==> src/rtl/wsmp_pkg.sv <==
package wsmp_pkg;

   localparam int MaxFrameBytes = 4096;
   localparam int OffsetCapInt  = ((MaxFrameBytes - 1) < 4095) ? (MaxFrameBytes - 1) : 4095;

   localparam logic [11:0] OffsetCap     = 12'(OffsetCapInt);
   localparam logic [11:0] MacLastOffset = 12'd25;
   localparam logic [11:0] LlcLastOffset = 12'd27;

   localparam logic [7:0] VersionWithExt = 8'h0b;
   localparam logic [7:0] LengthOneMax   = 8'h7f;

   // parse phases, also used as region tags
   localparam logic [3:0] PhMac    = 4'd0;
   localparam logic [3:0] PhLlc    = 4'd1;
   localparam logic [3:0] PhVer    = 4'd2;
   localparam logic [3:0] PhExtCnt = 4'd3;
   localparam logic [3:0] PhExt    = 4'd4;
   localparam logic [3:0] PhTpid   = 4'd5;
   localparam logic [3:0] PhPsid   = 4'd6;
   localparam logic [3:0] PhLen    = 4'd7;
   localparam logic [3:0] PhPay    = 4'd8;

   // extension element steps
   localparam logic [1:0] ElemId   = 2'd0;
   localparam logic [1:0] ElemLen  = 2'd1;
   localparam logic [1:0] ElemBody = 2'd2;

   typedef struct packed {
      logic [7:0]  byte_out;
      logic [3:0]  region;
      logic [11:0] byte_offset;
      logic        header_done;
      logic [31:0] psid_raw;
      logic [2:0]  psid_bytes;
      logic [7:0]  tpid_value;
      logic [7:0]  extension_count;
      logic [15:0] length_raw;
      logic        frame_last;
      logic        truncated;
   } wsmp_result_type;

endpackage

==> src/rtl/wsmp_parse.sv <==
module wsmp_parse
   import wsmp_pkg::*;
(
   input  logic            clock,
   input  logic            reset,
   input  logic            step,
   input  logic [7:0]      frame_byte,
   input  logic            frame_end,
   output wsmp_result_type result
);

   logic [3:0]  phase_ff,     phase_in;
   logic [11:0] pos_ff,       pos_in;
   logic [7:0]  ext_left_ff,  ext_left_in;
   logic [7:0]  elem_left_ff, elem_left_in;
   logic [1:0]  elem_step_ff, elem_step_in;
   logic [31:0] psid_acc_ff,  psid_acc_in;
   logic [2:0]  psid_rem_ff,  psid_rem_in;
   logic [2:0]  psid_seen_ff, psid_seen_in;
   logic [7:0]  tpid_ff,      tpid_in;
   logic [7:0]  ext_cnt_ff,   ext_cnt_in;
   logic [15:0] len_acc_ff,   len_acc_in;
   logic [1:0]  len_rem_ff,   len_rem_in;

   logic [3:0]  region;
   logic        done;
   logic        finish;
   logic [7:0]  ext_left_dec;
   logic [7:0]  elem_left_dec;
   logic [2:0]  psid_nbytes;

   assign ext_left_dec  = ext_left_ff - 8'd1;
   assign elem_left_dec = elem_left_ff - 8'd1;

   // psid length from the top nibble of its first byte
   always_comb begin
      case (frame_byte[7:4]) inside
         [4'd0:4'd7]:   psid_nbytes = 3'd1;
         [4'd8:4'd11]:  psid_nbytes = 3'd2;
         [4'd12:4'd13]: psid_nbytes = 3'd3;
         default:       psid_nbytes = 3'd4;
      endcase
   end

   always_comb begin
      phase_in     = phase_ff;
      ext_left_in  = ext_left_ff;
      elem_left_in = elem_left_ff;
      elem_step_in = elem_step_ff;
      psid_acc_in  = psid_acc_ff;
      psid_rem_in  = psid_rem_ff;
      psid_seen_in = psid_seen_ff;
      tpid_in      = tpid_ff;
      ext_cnt_in   = ext_cnt_ff;
      len_acc_in   = len_acc_ff;
      len_rem_in   = len_rem_ff;
      region       = PhPay;
      done         = 1'b0;
      finish       = 1'b0;

      case (phase_ff)
         PhMac: begin
            region = PhMac;
            if (pos_ff >= MacLastOffset) phase_in = PhLlc;
         end
         PhLlc: begin
            region = PhLlc;
            if (pos_ff >= LlcLastOffset) phase_in = PhVer;
         end
         PhVer: begin
            region = PhVer;
            if (frame_byte == VersionWithExt) begin
               phase_in = PhExtCnt;
            end else begin
               ext_cnt_in = 8'd0;
               phase_in   = PhTpid;
            end
         end
         PhExtCnt: begin
            region       = PhExtCnt;
            ext_cnt_in   = frame_byte;
            ext_left_in  = frame_byte;
            elem_step_in = ElemId;
            phase_in     = (frame_byte != 8'd0) ? PhExt : PhTpid;
         end
         PhExt: begin
            region = PhExt;
            case (elem_step_ff)
               ElemId: begin
                  elem_step_in = ElemLen;
               end
               ElemLen: begin
                  elem_left_in = frame_byte;
                  if (frame_byte == 8'd0) finish = 1'b1;
                  else elem_step_in = ElemBody;
               end
               default: begin
                  elem_left_in = elem_left_dec;
                  if (elem_left_dec == 8'd0) finish = 1'b1;
               end
            endcase
            if (finish) begin
               elem_step_in = ElemId;
               elem_left_in = 8'd0;
               ext_left_in  = ext_left_dec;
               if (ext_left_dec == 8'd0) phase_in = PhTpid;
            end
         end
         PhTpid: begin
            region       = PhTpid;
            tpid_in      = frame_byte;
            psid_seen_in = 3'd0;
            phase_in     = PhPsid;
         end
         PhPsid: begin
            region = PhPsid;
            if (psid_seen_ff == 3'd0) begin
               psid_seen_in = psid_nbytes;
               psid_rem_in  = psid_nbytes - 3'd1;
               psid_acc_in  = {24'd0, frame_byte};
            end else begin
               psid_acc_in = {psid_acc_ff[23:0], frame_byte};
               psid_rem_in = psid_rem_ff - 3'd1;
            end
            if (psid_rem_in == 3'd0) begin
               len_rem_in = 2'd0;
               phase_in   = PhLen;
            end
         end
         PhLen: begin
            region = PhLen;
            if (len_rem_ff == 2'd0) begin
               len_acc_in = {8'd0, frame_byte};
               if (frame_byte > LengthOneMax) len_rem_in = 2'd1;
               else done = 1'b1;
            end else begin
               len_acc_in = {len_acc_ff[7:0], frame_byte};
               len_rem_in = 2'd0;
               done       = 1'b1;
            end
            if (done) phase_in = PhPay;
         end
         default: begin
            region   = PhPay;
            phase_in = PhPay;
         end
      endcase

      pos_in = (pos_ff < OffsetCap) ? (pos_ff + 12'd1) : pos_ff;

      // end of frame returns everything to the start of a new frame
      if (frame_end) begin
         phase_in     = PhMac;
         pos_in       = 12'd0;
         ext_left_in  = 8'd0;
         elem_left_in = 8'd0;
         elem_step_in = ElemId;
         psid_acc_in  = 32'd0;
         psid_rem_in  = 3'd0;
         psid_seen_in = 3'd0;
         tpid_in      = 8'd0;
         ext_cnt_in   = 8'd0;
         len_acc_in   = 16'd0;
         len_rem_in   = 2'd0;
      end
   end

   always_comb begin
      result.byte_out        = frame_byte;
      result.region          = region;
      result.byte_offset     = pos_ff;
      result.header_done     = done;
      result.psid_raw        = done ? psid_acc_ff : 32'd0;
      result.psid_bytes      = done ? psid_seen_ff : 3'd0;
      result.tpid_value      = done ? tpid_ff : 8'd0;
      result.extension_count = done ? ext_cnt_ff : 8'd0;
      // length bytes as received, independent of the end of frame clear
      result.length_raw      = done ? {((len_rem_ff == 2'd0) ? 8'd0 : len_acc_ff[7:0]),
                                       frame_byte} : 16'd0;
      result.frame_last      = frame_end;
      result.truncated       = frame_end & ~done & (phase_ff != PhPay);
   end

   always_ff @(posedge clock) begin
      if (reset) begin
         phase_ff     <= PhMac;
         pos_ff       <= 12'd0;
         ext_left_ff  <= 8'd0;
         elem_left_ff <= 8'd0;
         elem_step_ff <= ElemId;
         psid_acc_ff  <= 32'd0;
         psid_rem_ff  <= 3'd0;
         psid_seen_ff <= 3'd0;
         tpid_ff      <= 8'd0;
         ext_cnt_ff   <= 8'd0;
         len_acc_ff   <= 16'd0;
         len_rem_ff   <= 2'd0;
      end else if (step) begin
         phase_ff     <= phase_in;
         pos_ff       <= pos_in;
         ext_left_ff  <= ext_left_in;
         elem_left_ff <= elem_left_in;
         elem_step_ff <= elem_step_in;
         psid_acc_ff  <= psid_acc_in;
         psid_rem_ff  <= psid_rem_in;
         psid_seen_ff <= psid_seen_in;
         tpid_ff      <= tpid_in;
         ext_cnt_ff   <= ext_cnt_in;
         len_acc_ff   <= len_acc_in;
         len_rem_ff   <= len_rem_in;
      end
   end

endmodule

==> src/rtl/wsmp_header_parser.sv <==
// WSMP header parser. Frame bytes enter one per transfer on the req_ channel, starting
// with the first byte of the 802.11 QoS header, and each byte leaves on the rsp_ channel
// with its region tag and frame offset. The byte that completes the WSM length field
// carries header_done with the PSID, PSID length, TPID, extension count and raw length;
// a frame that ends before that point is flagged truncated on its last byte. A byte
// goes through an input register and a result register before its result is
// presented on rsp_. One byte per cycle is sustained while rsp_ready stays high, since
// the parse state is updated as each byte moves from the input register to the result
// register; a stalled result holds the input register, and req_ready then falls.
module wsmp_header_parser
   import wsmp_pkg::*;
(
   input  logic        clock,
   input  logic        reset,
   input  logic        req_valid,
   output logic        req_ready,
   input  logic [7:0]  req_frame_byte,
   input  logic        req_frame_end,
   output logic        rsp_valid,
   input  logic        rsp_ready,
   output logic [7:0]  rsp_byte_out,
   output logic [3:0]  rsp_region,
   output logic [11:0] rsp_byte_offset,
   output logic        rsp_header_done,
   output logic [31:0] rsp_psid_raw,
   output logic [2:0]  rsp_psid_bytes,
   output logic [7:0]  rsp_tpid_value,
   output logic [7:0]  rsp_extension_count,
   output logic [15:0] rsp_length_raw,
   output logic        rsp_frame_last,
   output logic        rsp_truncated
);

   logic            in_valid_ff, in_valid_in;
   logic [7:0]      in_byte_ff;
   logic            in_end_ff;
   logic            out_valid_ff, out_valid_in;
   wsmp_result_type out_ff;
   wsmp_result_type result;
   logic            out_free;
   logic            advance;
   logic            req_xfer;

   assign out_free  = ~out_valid_ff | rsp_ready;
   assign advance   = in_valid_ff & out_free;
   assign req_ready = ~in_valid_ff | out_free;
   assign req_xfer  = req_valid & req_ready;

   assign in_valid_in  = req_xfer | (in_valid_ff & ~advance);
   assign out_valid_in = advance | (out_valid_ff & ~rsp_ready);

   wsmp_parse u_parse (
      .clock      (clock),
      .reset      (reset),
      .step       (advance),
      .frame_byte (in_byte_ff),
      .frame_end  (in_end_ff),
      .result     (result)
   );

   always_ff @(posedge clock) begin
      if (reset) begin
         in_valid_ff  <= 1'b0;
         out_valid_ff <= 1'b0;
      end else begin
         in_valid_ff  <= in_valid_in;
         out_valid_ff <= out_valid_in;
      end
   end

   always_ff @(posedge clock) begin
      if (req_xfer) begin
         in_byte_ff <= req_frame_byte;
         in_end_ff  <= req_frame_end;
      end
      if (advance) out_ff <= result;
   end

   assign rsp_valid           = out_valid_ff;
   assign rsp_byte_out        = out_ff.byte_out;
   assign rsp_region          = out_ff.region;
   assign rsp_byte_offset     = out_ff.byte_offset;
   assign rsp_header_done     = out_ff.header_done;
   assign rsp_psid_raw        = out_ff.psid_raw;
   assign rsp_psid_bytes      = out_ff.psid_bytes;
   assign rsp_tpid_value      = out_ff.tpid_value;
   assign rsp_extension_count = out_ff.extension_count;
   assign rsp_length_raw      = out_ff.length_raw;
   assign rsp_frame_last      = out_ff.frame_last;
   assign rsp_truncated       = out_ff.truncated;

endmodule

==> config.mk <==
export PLATFORM = sky130hd
export DESIGN_NAME = wsmp_header_parser
export DESIGN_NICKNAME = d
export VERILOG_FILES = /design/src/rtl/wsmp_pkg.sv /design/src/rtl/wsmp_parse.sv /design/src/rtl/wsmp_header_parser.sv
export SDC_FILE = /design/constraint.sdc
export NUM_CORES = 1
export LEC_CHECK = 0
export BUFFER_PORTS_ARGS = -buffer_cell sky130_fd_sc_hd__clkbuf_2
export CORE_MARGIN = 3
export CORE_UTILIZATION = 40
export CTS_BUF_LIST = sky130_fd_sc_hd__clkbuf_4 sky130_fd_sc_hd__clkbuf_8 sky130_fd_sc_hd__clkbuf_16
export CTS_CLUSTER_SIZE = 16
export DETAILED_ROUTE_END_ITERATION = 10
export PLACE_DENSITY = 0.58
export SLEW_MARGIN = 20
export SYNTH_ARGS = -nofsm -noshare
export SYNTH_HDL_FRONTEND = slang
export SYNTH_SLANG_ARGS = --single-unit
==> constraint.sdc <==
create_clock -name clock -period 9.25 [get_ports clock]
set_input_delay 1.3875 -clock clock [delete_from_list [all_inputs] [get_ports clock]]
set_output_delay 1.3875 -clock clock [all_outputs]
set_load 0.1 [all_outputs]
Word level (Yosys, flattened, before mapping)
Cells that the tools add are included.
{"block": "totals", "elab_cells": 171, "out_inout_bits": 96, "inputBits": 13, "regBits": 203}
{"block": "classes", "eq_ne": 22, "reduce_logical": 33, "add_sub_neg": 5, "n_lt_le_gt_ge": 10, "muxes": 58, "bitwise": 15}
{"cell": "$mux 32", "n": 3}
{"cell": "$mux 8", "n": 11}
{"cell": "$pmux 4 s8", "n": 2}
{"cell": "$pmux 8 s2", "n": 3}
{"cell": "$mux 3", "n": 10}
{"cell": "$mux 4", "n": 7}
{"cell": "$ge 12x5->1 const B", "n": 2}
{"cell": "$logic_not 8->1", "n": 3}
{"cell": "$mux 12", "n": 2}
{"cell": "$ne 3x2->1 const B", "n": 8}
{"cell": "$eq 4x3->1 const B", "n": 4}
{"cell": "$sub 8x1->8 const B", "n": 2}
{"cell": "$mux 2", "n": 7}
{"cell": "$add 12x1->12 const B", "n": 1}
{"cell": "$lt 12x12->1 const B", "n": 1}
{"cell": "$pmux 2 s2", "n": 3}
{"cell": "$reduce_and 3->1", "n": 4}
{"cell": "$reduce_bool 3->1", "n": 4}
{"cell": "$reduce_bool 2->1", "n": 5}
{"cell": "$eq 4x2->1 const B", "n": 2}
{"cell": "$eq 8x4->1 const B", "n": 1}
{"cell": "$ge 4x4->1 const B", "n": 2}
{"cell": "$gt 8x7->1 const B", "n": 1}
{"cell": "$le 4x4->1 const B", "n": 2}
{"cell": "24 further kinds", "n": 53}

Longest topological paths before layout
{"block": "depth", "depth_word": 12, "ltp_mapped": 11, "depth_no_buf": 10}

Cells and area by module
A second synthesis with hierarchy kept.
{"block": "unflattened", "cells_unflattened": 807, "area_unflattened_um2": 8575.7}
{"module": "wsmp_parse", "seq_area_each_um2": 1941.9, "cells_per_inst": 694, "n_inst": 1, "area_each_um2": 5378.9}
{"module": "wsmp_header_parser", "seq_area_each_um2": 3133.0, "cells_per_inst": 113, "n_inst": 1, "area_each_um2": 3196.8}

Least setup slack after synthesis
No wires, ideal clock.
{"block": "synth_path", "path_kind": "input -> register", "startpoint": "in rsp_ready", "endpoint": "reg u_parse.elem_left_ff[6]", "path_buffers": 1, "required_time_ns": 9.184, "path_stages": 8, "arrival_time_ns": 6.041, "setup_time_ns": 0.066, "setup_slack_ns": 3.143, "path_cell_list": "nand2b_1 > nand2_1 > inv_1 > clkbuf_1 > o21ai_1 > nor2_1 > a22oi_1 > nor2_1"}
{"block": "synth_via", "elab_chain_len": 3}
{"element": "start: declaration", "line_no": "wsmp_header_parser.sv:20", "source": "input logic rsp_ready,"}
{"element": "$or 1x1->1", "line_no": "wsmp_header_parser.sv:44", "source": "assign out_free = ~out_valid_ff | rsp_ready;"}
{"element": "$and 1x1->1", "line_no": "wsmp_header_parser.sv:45", "source": "assign advance = in_valid_ff & out_free;"}
{"element": "named net advance", "line_no": "wsmp_header_parser.sv:41", "source": "logic advance;"}
{"element": "$reduce_and 3->1 (no line)"}
{"element": "end signal: assignment", "line_no": "wsmp_parse.sv:202", "source": "elem_left_ff <= elem_left_in;"}
{"element": "end: declaration", "line_no": "wsmp_parse.sv:15", "source": "logic [7:0] elem_left_ff, elem_left_in;"}
The timed path passes the listed nets, and every way through them passes these cells.
A chain may end at the register's enable or synchronous reset.

Worst setup path in the final report
{"block": "layout_path", "startpoint": "in rsp_ready", "endpoint": "reg u_parse.phase_ff[2]"}
{"block": "layout_via", "elab_chain_len": 3}
{"element": "$or 1x1->1", "line_no": "wsmp_header_parser.sv:44"}
{"element": "$and 1x1->1", "line_no": "wsmp_header_parser.sv:45"}
{"element": "$reduce_and 7->1 (no line)"}
{"element": "end signal: assignment", "line_no": "wsmp_parse.sv:186", "source": "phase_ff <= PhMac;"}
{"element": "end signal: assignment", "line_no": "wsmp_parse.sv:199", "source": "phase_ff <= phase_in;"}
{"element": "end: declaration", "line_no": "wsmp_parse.sv:12", "source": "logic [3:0] phase_ff, phase_in;"}
No other way between the ends.

==> impl_results.rst <==
.. list-table::
   :header-rows: 1

   * - Metric
     - Value
   * - Status
     - finished clean
   * - Fraction of final layout cells sized beyond drive strength 1
     - 21.0%
   * - Core Rows
     - 52
   * - Avg Vias per Cell
     - 5.15
   * - Share of the clock period used by the worst path after layout
     - approximately two fifths
   * - Total routed wirelength
     - slightly below 20 mm
   * - Fraction of synthesized area in multiplexers
     - 0.844%
   * - Routability-driven placement congestion ratio
     - 0.797
   * - Area share of the leading cell type in the synthesized netlist
     - a little over a third
   * - Bufs and invs on worst path
     - 3
   * - Dominant combinational cell family by area after synthesis
     - simple AND/OR/NAND/NOR gates
   * - R2R Path Start
     - rsp_valid$_SDFF_PP0_
   * - Clock latency at the later pin of the worst-skew pair
     - around 500 ps
   * - CP Data Required Time
     - slightly below 10000 ps
   * - Cell count after synthesis
     - approximately 770
   * - Max Cap Violations
     - 0
   * - Depth of the critical timing path with buffers and inverters included
     - 9
   * - Largest net degree at the start of global routing
     - 95
   * - Count of different cell masters after synthesis
     - 72
   * - Critical path origin
     - rsp_ready
   * - Vias after detailed routing
     - between 5k and 6k
   * - TritonCTS Buffers
     - 22
   * - Final Slew Violations
     - 0
   * - Final antenna-violating net count
     - 0
   * - Clock-pin transition on the worst setup and hold timing paths
     - about 60 ps
   * - Xor/xnor share of the synthesized area
     - under 10%
   * - Sequential cell area fraction in the yosys report
     - 60.0%
   * - Total die area
     - approximately 0.023 mm^2
   * - Critical Path, Cell by Cell
     - clkbuf_2 > nand2b_1 > nand2_1 > inv_4 > buf_4 > nand2_1 > nand2_1 > a41oi_1 > a311oi_1
   * - IR drop worst, VDD
     - ~76 uV
   * - Unrepaired setup endpoints after global routing
     - no
   * - Post-synth net total
     - a little under 800
   * - Post-synthesis simple-gate area fraction
     - 19.9%
   * - First-pass GRT wire length
     - 30.4 mm
   * - Post-route cell area
     - just under 0.01 mm^2
   * - Vias in the first global route
     - ~5.6k
   * - Dominant cell type by area after synthesis
     - sky130_fd_sc_hd__edfxtp_1
   * - Aggregate global routing overflow
     - 0
   * - Final hold viol count
     - 0
   * - Number of antenna violations at the first check in global routing
     - 0
   * - Synthesized-area fraction occupied by adder cells
     - under 10%
   * - Post-CTS setup buffers
     - 0
   * - Cell with the most instances on the worst path
     - sky130_fd_sc_hd__nand2_1
   * - Number of endpoints failing setup at the final stage
     - 0
   * - Global-route total usage across every layer
     - approximately 17%
   * - Buffer levels on the longest clock path
     - 3
   * - Number of synthesized register bits
     - ~200
   * - Maximum clock skew at final layout
     - 15.2 ps
   * - Terminus of the critical flop-to-flop path
     - u_parse.phase_ff[2]$_SDFFE_PP0P_
   * - Critical-path cell with the highest stage delay
     - sky130_fd_sc_hd__inv_4
   * - Total Negative Setup Slacks
     - 0 ps
   * - Startpoint types
     - input port
   * - Wirelength per Cell
     - between 15 and 20 um
   * - Initial DRC count
     - 366
   * - Place WS
     - a little over 5000 ps
   * - WS Path Type
     - input port to flip-flop
   * - CTS tree
     - done
   * - Post-synthesis average cell area
     - between 10 and 15 um^2
   * - DP Wirelength
     - 12.0 mm
   * - Sinks on Clock Net
     - 202
   * - Synth Flop Type
     - sky130_fd_sc_hd__edfxtp_1
   * - Worst R2R Path Depth
     - 8
   * - Resized cells post-CTS
     - 0
   * - Fraction of synthesis flops using an asynchronous set or reset pin
     - 0%
   * - Layout Nets
     - around 870
   * - Worst min-delay path class
     - flip-flop to flip-flop
   * - DR DRC count
     - 0
   * - Top cells by area, synth
     - sky130_fd_sc_hd__edfxtp_1 37%, sky130_fd_sc_hd__dfxtp_1 23%, sky130_fd_sc_hd__a22oi_1 4.8%
   * - Minimum setup slack among reg-to-reg paths
     - 6360 ps
   * - Netlist area before placement
     - around 0.0085 mm^2
   * - Timing-limited maximum frequency
     - approximately 0.28 GHz
   * - CTS HTree Levels
     - 1
   * - Initial core utilization
     - between 40% and 50%
   * - Termination of the worst setup path
     - u_parse.phase_ff[2]$_SDFFE_PP0P_
   * - IO Port Bufs
     - approximately 110
   * - Area delta synth->final
     - 17.1%
   * - Rel. slew slack
     - between 30% and 40%
   * - Actual slew at the worst max-slew pin
     - 1040 ps
   * - Largest fanout of any net on the critical path
     - 65
   * - Time the final worst path needs with I/O delays and setup
     - approximately 3600 ps
   * - Worst-case setup margin in the final layout
     - approximately 5700 ps
   * - Number of warnings issued by yosys
     - 0
   * - Arrival time reported for the critical path endpoint
     - slightly below 4000 ps
   * - Cts-stage hold buffer count
     - 0
   * - Iteration count of the initial detailed-routing pass
     - 5
   * - Critical Path Max Stage Delay
     - roughly 730 ps
   * - X dimension of the die
     - 151 um
   * - Height of the die
     - around 150 um
   * - Clock root buffer
     - sky130_fd_sc_hd__clkbuf_16
   * - Synthesized-area fraction occupied by ao, oa, aoi and oai cells
     - 12.9%
   * - Largest delay share family, worst path
     - buffers and inverters
   * - Core region area
     - about 0.020 mm^2
   * - Number of enable-type register cells in the synthesized netlist
     - approximately 100
   * - Endpoint kind of the worst setup timing path
     - flip-flop
   * - Leakage power summed over all cells
     - about 3.7 nW
   * - Total inserted antenna cells
     - 0
   * - Number of placed I/O pins
     - about 110
   * - Cell area after placement
     - around 0.0092 mm^2
   * - Power per cell area
     - ~210 mW/mm^2
## registers in the layout (all words and copies together) (netlist names), 2 cells and up
| name | flops |
|---|---|
| rsp_length_raw | 16 |
| in_byte_ff | 8 |
| u_parse.ext_left_ff | 8 |
| rsp_tpid_value | 8 |
| u_parse.ext_cnt_ff | 8 |
| u_parse.pos_ff | 12 |
| u_parse.tpid_ff | 8 |
| rsp_byte_offset | 12 |
| u_parse.psid_seen_ff | 3 |
| rsp_psid_raw | 32 |
| rsp_byte_out | 8 |
| u_parse.psid_rem_ff | 3 |
| u_parse.psid_acc_ff | 32 |
| u_parse.elem_left_ff | 8 |
| u_parse.phase_ff | 4 |
| u_parse.elem_step_ff | 2 |
| rsp_extension_count | 8 |
| u_parse.len_acc_ff | 8 |
| rsp_region | 4 |
| rsp_psid_bytes | 3 |
## through the flow
step | util, % | hold WS, ps | cells | power, mW
6_report | 48.3 | 452 | 1138 | 2.06
3_3_place_gp | 44.7 | 451 | 1098 | 1.21
2_1_floorplan | - | 424 | 767 | 1.17
4_1_cts | 48.3 | 459 | 1138 | 2.08
5_1_grt | 48.3 | 487 | 1138 | 2.13
3_5_place_dp | 44.7 | 452 | 1098 | 1.21
## cell families (layout without fill, tap and decap cells)
family | Yosys count | in the layout
buf+inv | 70 | 171
mux | 7 | 7
compound gates | 150 | 150
fa+ha+maj | 9 | 9
simple gates | 314 | 314
flops | 202 | 202
xor+xnor | 15 | 15
## tightest hold or removal path: cells and delay by family, from the launching register on
kind / cells / cell delay (ps)
flip-flops: 1 / 300
AND/OR/NAND/NOR: 1 / 50
AO/OA/AOI/OAI: 1 / 50
## cell usage after synthesis, drive strengths merged (7+ instances only)
| cell | count |
|---|---|
| a22oi | 54 |
| ha | 9 |
| o21ai | 32 |
| and2 | 60 |
| buf | 15 |
| clkbuf | 38 |
| dfxtp | 99 |
| xor2 | 10 |
| or3 | 7 |
| nor2 | 102 |
| a21oi | 23 |
| and3 | 13 |
| nand3 | 13 |
| nand2 | 44 |
| inv | 17 |
| nand2b | 17 |
| nor3 | 17 |
| edfxtp | 103 |
## layout make-up
cell class | instances | area (um^2)
Inverter | 17 | 66.3
Tap cell | 270 | 338
Fill cell | 1864 | 10600
Clock buffer | 35 | 709
Sequential cell | 202 | 5070
Timing Repair Buffer | 114 | 586
Multi-Input combinational cell | 495 | 3100
Clock inverter | 5 | 30.0
## per-layer routing
metal	up-vias	track usage, %	share of wire [%]
met5	-	0	0
met4	0	3.72	1.3
met3	23	2.75	5.1
met2	122	27.4	48
met1	2781	22.9	46
li1	2932	-	-
## worst min path at each step
| stage | end | slack, ps | start | cells past startpoint |
|---|---|---|---|---|
| final | u_parse.len_acc_ff[7]$_SDFFE_PP0P_ | 450 | u_parse.len_acc_ff[7]$_SDFFE_PP0P_ | 2 |
| after global routing | u_parse.ext_cnt_ff[0]$_SDFFE_PP0P_ | 490 | u_parse.ext_cnt_ff[0]$_SDFFE_PP0P_ | 2 |
| after CTS | u_parse.len_acc_ff[7]$_SDFFE_PP0P_ | 460 | u_parse.len_acc_ff[7]$_SDFFE_PP0P_ | 2 |
| after detailed placement | u_parse.len_acc_ff[7]$_SDFFE_PP0P_ | 450 | u_parse.len_acc_ff[7]$_SDFFE_PP0P_ | 2 |
| after global placement | u_parse.len_acc_ff[7]$_SDFFE_PP0P_ | 450 | u_parse.len_acc_ff[7]$_SDFFE_PP0P_ | 2 |
| after floorplan | rsp_byte_out[0]$_DFFE_PP_ | 420 | in_byte_ff[0]$_DFFE_PP_ | 0 |
## cells in the final DEF (no fill, tap or decap), drive strengths merged, types with 7 or more instances in the layout
cell,n
a21oi,23
a22oi,54
and2,60
and3,13
clkbuf,143
dfxtp,99
edfxtp,103
ha,9
inv,17
nand2,44
nand2b,17
nand3,13
nor2,102
nor3,17
o21ai,32
or3,7
xor2,10
## power by group
group	total [mW]	switching (mW)	internal, mW
clock network	0.868	0.342	0.525
registers	0.985	0.0222	0.963
logic	0.204	0.172	0.0312
total	2.06	0.537	1.52
Note: power is estimated with default switching activity, not from simulation.
